File: config.mk
export PLATFORM = sky130hd
export DESIGN_NAME = gb3_stencil
export DESIGN_NICKNAME = d
export VERILOG_FILES = /design/src/gb3_pkg.sv /design/src/gb3_stencil.sv
export SDC_FILE = /design/constraint.sdc
export NUM_CORES = 1
export LEC_CHECK = 0
export ABC_AREA = 1
export BUFFER_PORTS_ARGS = -buffer_cell sky130_fd_sc_hd__buf_2
export CAP_MARGIN = 20
export CORE_ASPECT_RATIO = 1.25
export CORE_MARGIN = 4
export CORE_UTILIZATION = 29
export CTS_BUF_LIST = sky130_fd_sc_hd__clkbuf_2 sky130_fd_sc_hd__clkbuf_4 sky130_fd_sc_hd__clkbuf_8
export CTS_CLUSTER_SIZE = 28
export DETAILED_ROUTE_END_ITERATION = 7
export GPL_ROUTABILITY_DRIVEN = 1
export GPL_TIMING_DRIVEN = 0
export PLACE_DENSITY = 0.46
export SLEW_MARGIN = 10
export SYNTH_ARGS = -nofsm -noshare
export SYNTH_HDL_FRONTEND = slang
export SYNTH_SLANG_ARGS = --single-unit
File: constraint.sdc
create_clock -name clock -period 5.8 [get_ports clock]
set_input_delay 0.29 -clock clock [delete_from_list [all_inputs] [get_ports clock]]
set_output_delay 0.29 -clock clock [all_outputs]
set_load 0.03 [all_outputs]
File: src/gb3_pkg.sv
// Shared types and constants of the 3x3 Gaussian blur block.
`timescale 1ns / 1ps
`default_nettype none

package gb3_pkg;

   // Field widths of the ports and registers.
   localparam int CHAN_W      = 8;
   localparam int PIX_W       = 3 * CHAN_W;
   localparam int WIDTH_W     = 11;
   localparam int HEIGHT_W    = 16;
   localparam int CSR_DATA_W  = 16;
   localparam int CSR_INDEX_W = 1;

   // Register indexes of the configuration port.
   localparam logic [CSR_INDEX_W-1:0] REG_IMAGE_WIDTH  = 1'b0;
   localparam logic [CSR_INDEX_W-1:0] REG_IMAGE_HEIGHT = 1'b1;

   // Register reset values.
   localparam logic [WIDTH_W-1:0]  IMAGE_WIDTH_RESET  = 11'd640;
   localparam logic [HEIGHT_W-1:0] IMAGE_HEIGHT_RESET = 16'd480;

   // Item kinds on the request channel.
   localparam logic OP_PIXEL = 1'b0;
   localparam logic OP_FLUSH = 1'b1;

   // Result queue sizing.
   localparam int FIFO_DEPTH = 4;
   localparam int FIFO_PTR_W = 2;
   localparam int FIFO_CNT_W = 3;

   // Per-item control decided when the item is accepted.
   typedef struct packed {
      logic emit;    // the item produces a result
      logic border;  // the result pixel lies on the frame border
      logic last;    // the result pixel is the last of the frame
   } ctl_type;

   // One result item.
   typedef struct packed {
      logic [CHAN_W-1:0] red;
      logic [CHAN_W-1:0] green;
      logic [CHAN_W-1:0] blue;
      logic              last;
   } result_type;

endpackage

`default_nettype wire

File: src/gb3_stencil.sv
// 3x3 neighbor window and the 1-2-1 blur stencil with border pass-through.
`timescale 1ns / 1ps
`default_nettype none

module gb3_stencil (
   input  wire logic                       clock,
   input  wire logic                       reset,
   input  wire logic                       shift_valid,
   input  wire gb3_pkg::ctl_type           shift_ctl,
   input  wire logic [gb3_pkg::PIX_W-1:0]  col_upper,
   input  wire logic [gb3_pkg::PIX_W-1:0]  col_middle,
   input  wire logic [gb3_pkg::PIX_W-1:0]  col_lower,
   output logic                            res_valid,
   output gb3_pkg::result_type             res
);

   localparam int SUM_W = gb3_pkg::CHAN_W + 4;

   logic [gb3_pkg::PIX_W-1:0] win_ff [3][3];
   logic                      res_valid_ff;
   gb3_pkg::ctl_type          res_ctl_ff;
   logic [gb3_pkg::CHAN_W-1:0] blur_chan [3];
   logic [gb3_pkg::CHAN_W-1:0] mid_chan [3];

   // Shift a new column into the window; the window is cleared at reset.
   always_ff @(posedge clock) begin
      if (reset) begin
         for (int r = 0; r < 3; r++) begin
            for (int c = 0; c < 3; c++) begin
               win_ff[r][c] <= '0;
            end
         end
         res_valid_ff <= 1'b0;
         res_ctl_ff   <= '0;
      end else begin
         if (shift_valid) begin
            for (int r = 0; r < 3; r++) begin
               win_ff[r][0] <= win_ff[r][1];
               win_ff[r][1] <= win_ff[r][2];
            end
            win_ff[0][2] <= col_upper;
            win_ff[1][2] <= col_middle;
            win_ff[2][2] <= col_lower;
         end
         res_valid_ff <= shift_valid && shift_ctl.emit;
         res_ctl_ff   <= shift_ctl;
      end
   end

   // Weighted sum per channel: corners once, edges twice, center four times.
   always_comb begin
      logic [SUM_W-1:0] corners;
      logic [SUM_W-1:0] edges;
      logic [SUM_W-1:0] total;
      for (int ch = 0; ch < 3; ch++) begin
         corners = SUM_W'(win_ff[0][0][ch*gb3_pkg::CHAN_W +: gb3_pkg::CHAN_W])
                 + SUM_W'(win_ff[0][2][ch*gb3_pkg::CHAN_W +: gb3_pkg::CHAN_W])
                 + SUM_W'(win_ff[2][0][ch*gb3_pkg::CHAN_W +: gb3_pkg::CHAN_W])
                 + SUM_W'(win_ff[2][2][ch*gb3_pkg::CHAN_W +: gb3_pkg::CHAN_W]);
         edges   = SUM_W'(win_ff[0][1][ch*gb3_pkg::CHAN_W +: gb3_pkg::CHAN_W])
                 + SUM_W'(win_ff[1][0][ch*gb3_pkg::CHAN_W +: gb3_pkg::CHAN_W])
                 + SUM_W'(win_ff[1][2][ch*gb3_pkg::CHAN_W +: gb3_pkg::CHAN_W])
                 + SUM_W'(win_ff[2][1][ch*gb3_pkg::CHAN_W +: gb3_pkg::CHAN_W]);
         mid_chan[ch] = win_ff[1][1][ch*gb3_pkg::CHAN_W +: gb3_pkg::CHAN_W];
         total = corners + (edges << 1) + (SUM_W'(mid_chan[ch]) << 2);
         blur_chan[ch] = total[SUM_W-1:4];
      end
   end

   // Border pixels pass the window center through unchanged.
   always_comb begin
      if (res_ctl_ff.border) begin
         res.red   = mid_chan[2];
         res.green = mid_chan[1];
         res.blue  = mid_chan[0];
      end else begin
         res.red   = blur_chan[2];
         res.green = blur_chan[1];
         res.blue  = blur_chan[0];
      end
      res.last = res_ctl_ff.last;
   end

   assign res_valid = res_valid_ff;

endmodule

`default_nettype wire

==> flow_metrics.env, run 1 <==
export IMPL_postSynthCellCount=1458
export IMPL_grt_start_max_net_pins=59
export IMPL_fin_crit_sh=1.04
export IMPL_grt_antenna_before_repair=1
export IMPL_die_w_um=207
export IMPL_slew_headroom=0.260
export IMPL_cp_max_fo=4
export IMPL_grt_pass1_vias=10500
export IMPL_ff2ff_setup_slack_ps=4860
export IMPL_multi_input_area_um2=6840
export IMPL_crit_top_cell="fa_1"
export IMPL_dr_pass1_iters=4
export IMPL_final_seq_area_um2=6550
export IMPL_overflow=0
export IMPL_synth_flop_cell="edfxtp_1"
export IMPL_highest_layer="met4"
export IMPL_whs_ps=49.8
export IMPL_ant_nets=0
export IMPL_cts_root_buf="clkbuf_8"
export IMPL_io_pins=104
export IMPL_port_buffers=103
export IMPL_yosys_area_top_type="edfxtp_1"
export IMPL_netlist_top_cells_area="edfxtp_1 (45%), fa_1 (19%), inv_1 (12%)"
export IMPL_critical_path_class="flip-flop to output port"
export IMPL_area_delta_synth_final_pct=29.1
export IMPL_ys_warn_count=0
export IMPL_gp_congestion=0.779
export IMPL_crit_path_cell_trace="inv_2, fa_1, fa_1, inv_2, ha_4, inv_2, fa_2, o21ai_4, xor2_2, inv_1, fa_1, inv_1, fa_1, fa_1, inv_2, ha_4, nand2_4, o21ai_2, nand2_1, nand3_1, nand2_1, nand3_2, o21ai_2, buf_6"
export IMPL_finalSetupTns_ps=-2780
export IMPL_holdPathStages=3
export IMPL_yosysMostFrequentCell="inv_1"
export IMPL_ys_ff_latch=219
export IMPL_hold_viol=0
export IMPL_met3_wirelength_um=1420
export IMPL_drc=0
export IMPL_critical_path_slowest_cell="fa_1"
export IMPL_max_clock_freq_ghz=0.166
export IMPL_grtUsageTotal=0.139
export IMPL_cts_sinks=219
export IMPL_slew_violations=0
export IMPL_grt_pass1_wl_um=57900
export IMPL_synthesis_area_um2=14400
export IMPL_fin_worst_skew_ps=14.2
export IMPL_synth_edf_count=216
export IMPL_max_stage_delay_ps=520
export IMPL_utilization=0.377
export IMPL_coreArea_um2=49300
export IMPL_wl_per_cell_um=15.6
export IMPL_seq_area_frac_synth=0.454
export IMPL_final_layout_size_suffix_gt1_frac=0.241
export IMPL_reg2reg_to="win_ff[0][104]"
export IMPL_synth_top_area_share=0.450
export IMPL_fp_row_count=91
export IMPL_cts_max_path_buffers=3
export IMPL_path_clk_slew_ps=60
export IMPL_drt_iter0_drc=450
export IMPL_die_y_um=257
export IMPL_cts_buffers=42
export IMPL_wl_met2_um=18800
export IMPL_crit_path_end_kind="output port"
export IMPL_async_flop_share=0
export IMPL_worstMarginPinSlew_ps=1110
export IMPL_initial_utilization=0.292
export IMPL_outcome="finished, violations left"
export IMPL_nFillCells=4945
export IMPL_avgSynthCellArea_um2=9.88
export IMPL_min_to="win_ff[0][11]"
export IMPL_start_kind="flip-flop"
export IMPL_wl_met1_um=16100
export IMPL_htreeDepth=2
export IMPL_hpwl_um=27400
export IMPL_ys_types=34
export IMPL_timing_rr_start="win_ff[0][80]"
export IMPL_dieArea_um2=53300
export IMPL_drt_total_wl_um=37200
export IMPL_avgViaCountPerCell=4.18
export IMPL_cts_tree="done"
export IMPL_fin_ws_ps=-242
export IMPL_hp_start="col_upper[11]"
export IMPL_r2r_cells=3
export IMPL_clk_latency_ps=580
export IMPL_cap_violations=0
export IMPL_nNetsFinal=1991
export IMPL_vias=9972
export IMPL_period_needed_ps=6040
export IMPL_hold_class="input port to flip-flop"
export IMPL_violations="setup timing"
export IMPL_required_ps=5510
export IMPL_postLayoutCellArea_um2=18600
export IMPL_finalSetupViolations=20
export IMPL_placed_area_um2=15800
export IMPL_rsz0062_at_grt="yes"
export IMPL_cp_arrival_ps=5750
export IMPL_syn_nets=1740
export IMPL_synth_commonest_cells="inv_1 (473), nor2_1 (241), edfxtp_1 (216)"
==> cell usage in the layout (no fill, tap or decap), drive strengths merged, types with 11 or more instances in the layout <==
cell,instances
ha,69
nand2,122
clkinv,11
buf,166
a21oi,39
o21ai,36
clkbuf,59
nor2,242
inv,474
fa,135
nand3,40
dlygate4sd3,67
edfxtp,216
==> registers in the layout, summed over array words and instances (netlist names) <==
name and flops:
win_ff 216, res 1, res_ctl_ff 1, res_valid 1
==> timing repair <==
action,4_1_cts,5_1_grt
hold buffers,67,0
hold endpoints to repair,65,0
cloned,0,0
endpoints found under the setup margin,24,24
pin swaps,97,66
resized for setup,213,68
buffers inserted,20,13
==> area by class of cell <==
cell class	count	share of cell area
Clock buffer	57	0.0381
Inverter	474	0.0961
Antenna cell	1	0.000135
Buffer	28	0.00814
Multi-Input combinational cell	737	0.368
Timing Repair Buffer	207	0.0901
Clock inverter	12	0.00397
Tap cell	651	0.0438
Sequential cell	219	0.352
==> metal layers <==
metal / GRT usage / vias to the layer above
met5: 0 / -
met4: 0.0404 / 0
met3: 0.0251 / 52
met2: 0.243 / 174
met1: 0.177 / 4880
li1: - / 4866
==> per-stage QoR <==
| step | setup slack, ps | instances |
|---|---|---|
| floorplan | 325 | 1458 |
| global placement | -346 | 2212 |
| detailed placement | -372 | 2216 |
| CTS | -320 | 2372 |
| global route | -558 | 2386 |
| finish | -242 | 2386 |
==> how the worst max path moves through the flow <==
stage	from	to	slack [ps]	depth (start not counted)
floorplan	win_ff[0][25]	res[8]	320	23
global placement	win_ff[0][73]	res[6]	-350	24
detailed placement	win_ff[0][73]	res[4]	-370	23
CTS	win_ff[0][73]	res[7]	-320	25
global route	win_ff[0][75]	res[8]	-560	26
finish	win_ff[0][73]	res[8]	-240	24
==> kinds of logic (layout without fill, tap and decap cells) <==
group                      count (synthesis)  count (layout)  synth area share
buffers and inverters                    502             778             0.134
and+or+nand+nor                          423             423             0.118
DFF                                      219             219             0.454
adders and majority gates                204             204             0.248
AOI/OAI and AO/OA                         92              92            0.0354
xor gates and xnor gates                  18              18            0.0109
other                                      0               1                 0
==> critical path, delay by kind of cell (launching register included) <==
family | cells | cell delay, ps
simple gates | 5 | 370
buf+inv | 7 | 580
flops | 1 | 390
fa+ha+maj | 8 | 3250
compound gates | 3 | 390
xor+xnor | 1 | 190
Power of run 1 is left out: the tool's default activity adds up to more than one toggle a clock period on the data nets, which glitch-free logic cannot reach.
==> inputs of run 2 (changes only) <==
--- a/constraint.sdc
+++ b/constraint.sdc
@@ -3,2 +3,2 @@
 set_output_delay 0.29 -clock clock [all_outputs]
-set_load 0.03 [all_outputs]
+set_load 0.1 [all_outputs]
==> flow_metrics.env, run 2 (synthesized netlist as in run 1, its figures left out) <==
export IMPL_path_clk_slew_ps=60
export IMPL_io_pins=104
export IMPL_startpoint="win_ff[0][73]"
export IMPL_violations="setup timing"
export IMPL_slew_headroom=0.349
export IMPL_htreeDepth=2
export IMPL_gp_congestion=0.833
export IMPL_ant_nets=0
export IMPL_die_y_um=257
export IMPL_fin_crit_sh=1.04
export IMPL_drt_iter0_drc=512
export IMPL_area_delta_synth_final_pct=27.7
export IMPL_cts_tree="done"
export IMPL_multi_input_area_um2=6910
export IMPL_use_met2=0.237
export IMPL_coreArea_um2=49300
export IMPL_nFillCells=4943
export IMPL_grt_util_met3=0.0196
export IMPL_ff2ff_setup_slack_ps=4840
export IMPL_crit_path_end_kind="output port"
export IMPL_max_clock_freq_ghz=0.165
export IMPL_hold_viol=0
export IMPL_cp_arrival_ps=5770
export IMPL_largest_reg_flops=216
export IMPL_cap_violations=0
export IMPL_grt_pass1_wl_um=57000
export IMPL_final_seq_area_um2=6550
export IMPL_top_register="win_ff"
export IMPL_grt_antenna_before_repair=1
export IMPL_use_met1=0.175
export IMPL_hold_class="input port to flip-flop"
export IMPL_period_needed_ps=6060
export IMPL_cts_buffers=40
export IMPL_cp_max_fo=4
export IMPL_vias=9651
export IMPL_cts_sinks=219
export IMPL_drc=0
export IMPL_r2r_cells=2
export IMPL_reg2reg_to="win_ff[0][141]"
export IMPL_grt_pass1_vias=10500
export IMPL_drt_total_wl_um=36500
export IMPL_rsz0062_at_grt="yes"
export IMPL_worstMarginPinSlew_ps=976
export IMPL_required_ps=5510
export IMPL_finalSetupTns_ps=-3240
export IMPL_final_cell_mix="inv_1 (431), nor2_1 (235), edfxtp_1 (216)"
export IMPL_fin_worst_skew_ps=20.4
export IMPL_cts_root_buf="clkbuf_8"
export IMPL_nNetsFinal=1943
export IMPL_critical_path_class="flip-flop to output port"
export IMPL_start_kind="flip-flop"
export IMPL_wl_per_cell_um=15.6
export IMPL_fin_ws_ps=-258
export IMPL_outcome="finished, violations left"
export IMPL_hpwl_um=27200
export IMPL_fp_row_count=91
export IMPL_layout_commonest_cell="inv_1"
export IMPL_grtUsageTotal=0.136
export IMPL_grt_busiest_layer="met2"
export IMPL_port_buffers=103
export IMPL_holdPathStages=3
export IMPL_slew_violations=0
export IMPL_final_layout_size_suffix_gt1_frac=0.258
export IMPL_initial_utilization=0.292
export IMPL_dieArea_um2=53300
export IMPL_overflow=0
export IMPL_avgViaCountPerCell=4.13
export IMPL_cts_max_path_buffers=3
export IMPL_finalSetupViolations=20
export IMPL_timing_rr_start="win_ff[0][117]"
export IMPL_die_w_um=207
export IMPL_grt_start_max_net_pins=60
export IMPL_dr_pass1_iters=4
export IMPL_cp_endpoint="res[8]"
export IMPL_clk_latency_ps=550
==> run 2: cell types whose count changed in the layout (fill, tap and decap cells not counted), sizes merged <==
cell | previous run | this run
clkinvlp | 0 | 3
buf | 166 | 169
dlygate4sd3 | 67 | 18
clkbuf | 59 | 50
clkinv | 11 | 15
==> run 2: repair_timing <==
| item | 4_1_cts | 5_1_grt |
|---|---|---|
| gates resized for setup | 234 | 106 |
| setup endpoints to repair | 24 | 24 |
| setup buffers | 17 | 18 |
| pin swaps | 70 | 87 |
| hold buffers | 18 | 0 |
| endpoints found under the hold margin | 15 | 0 |
==> run 2: layer usage <==
layer	vias up	part of all wire
li1	4766	-
met5	-	0
met2	168	0.50
met1	4659	0.44
met4	0	0.027
met3	58	0.033
==> run 2: final cells by class <==
cell class | count | share of cell area
clock inverter | 19 | 0.00640
clock buffer | 48 | 0.0335
tap | 651 | 0.0443
buffer | 28 | 0.00823
multi-input combinational | 737 | 0.376
antenna | 1 | 0.000136
sequential | 219 | 0.356
inverter | 474 | 0.0969
timing repair buffer | 161 | 0.0788
==> run 2: per-stage QoR <==
| stage | cells | utilization | setup slack (ps) | instance area (µm²) | hold slack [ps] |
|---|---|---|---|---|---|
| 2_1_floorplan | 1458 | - | -192 | 14400 | 361 |
| 3_3_place_gp | 2212 | 0.320 | -497 | 15800 | 504 |
| 4_1_cts | 2318 | 0.361 | -368 | 17800 | 0.512 |
| 3_5_place_dp | 2216 | 0.322 | -596 | 15900 | 504 |
| 6_report | 2338 | 0.373 | -258 | 18400 | 42.5 |
| 5_1_grt | 2338 | 0.373 | -539 | 18400 | 17.0 |
==> run 2: critical path, stage by stage, from the launching register on <==
cell,delay (ps)
edfxtp_1,360
inv_2,60
fa_1,560
fa_1,420
inv_2,80
ha_4,150
inv_2,40
fa_2,360
o21ai_2,180
xor2_1,210
inv_1,90
fa_2,540
inv_2,40
fa_2,440
fa_1,510
inv_2,50
ha_4,310
nand2_2,80
nor2_2,100
nand3_1,110
nand4_1,130
nand3_2,80
o21ai_2,120
buf_12,210
==> run 2: worst min-delay path by stage <==
stage / startpoint / endpoint / slack, ps
final: col_lower[0] / win_ff[0][144] / 40
after global routing: col_middle[20] / win_ff[0][92] / 20
after CTS: col_middle[20] / win_ff[0][92] / 0.5
after detailed placement: shift_ctl[0] / res[0] / 500
after global placement: shift_ctl[0] / res[0] / 500
after floorplan: reset / res[0] / 360
Power of run 2 is left out for the same reason.
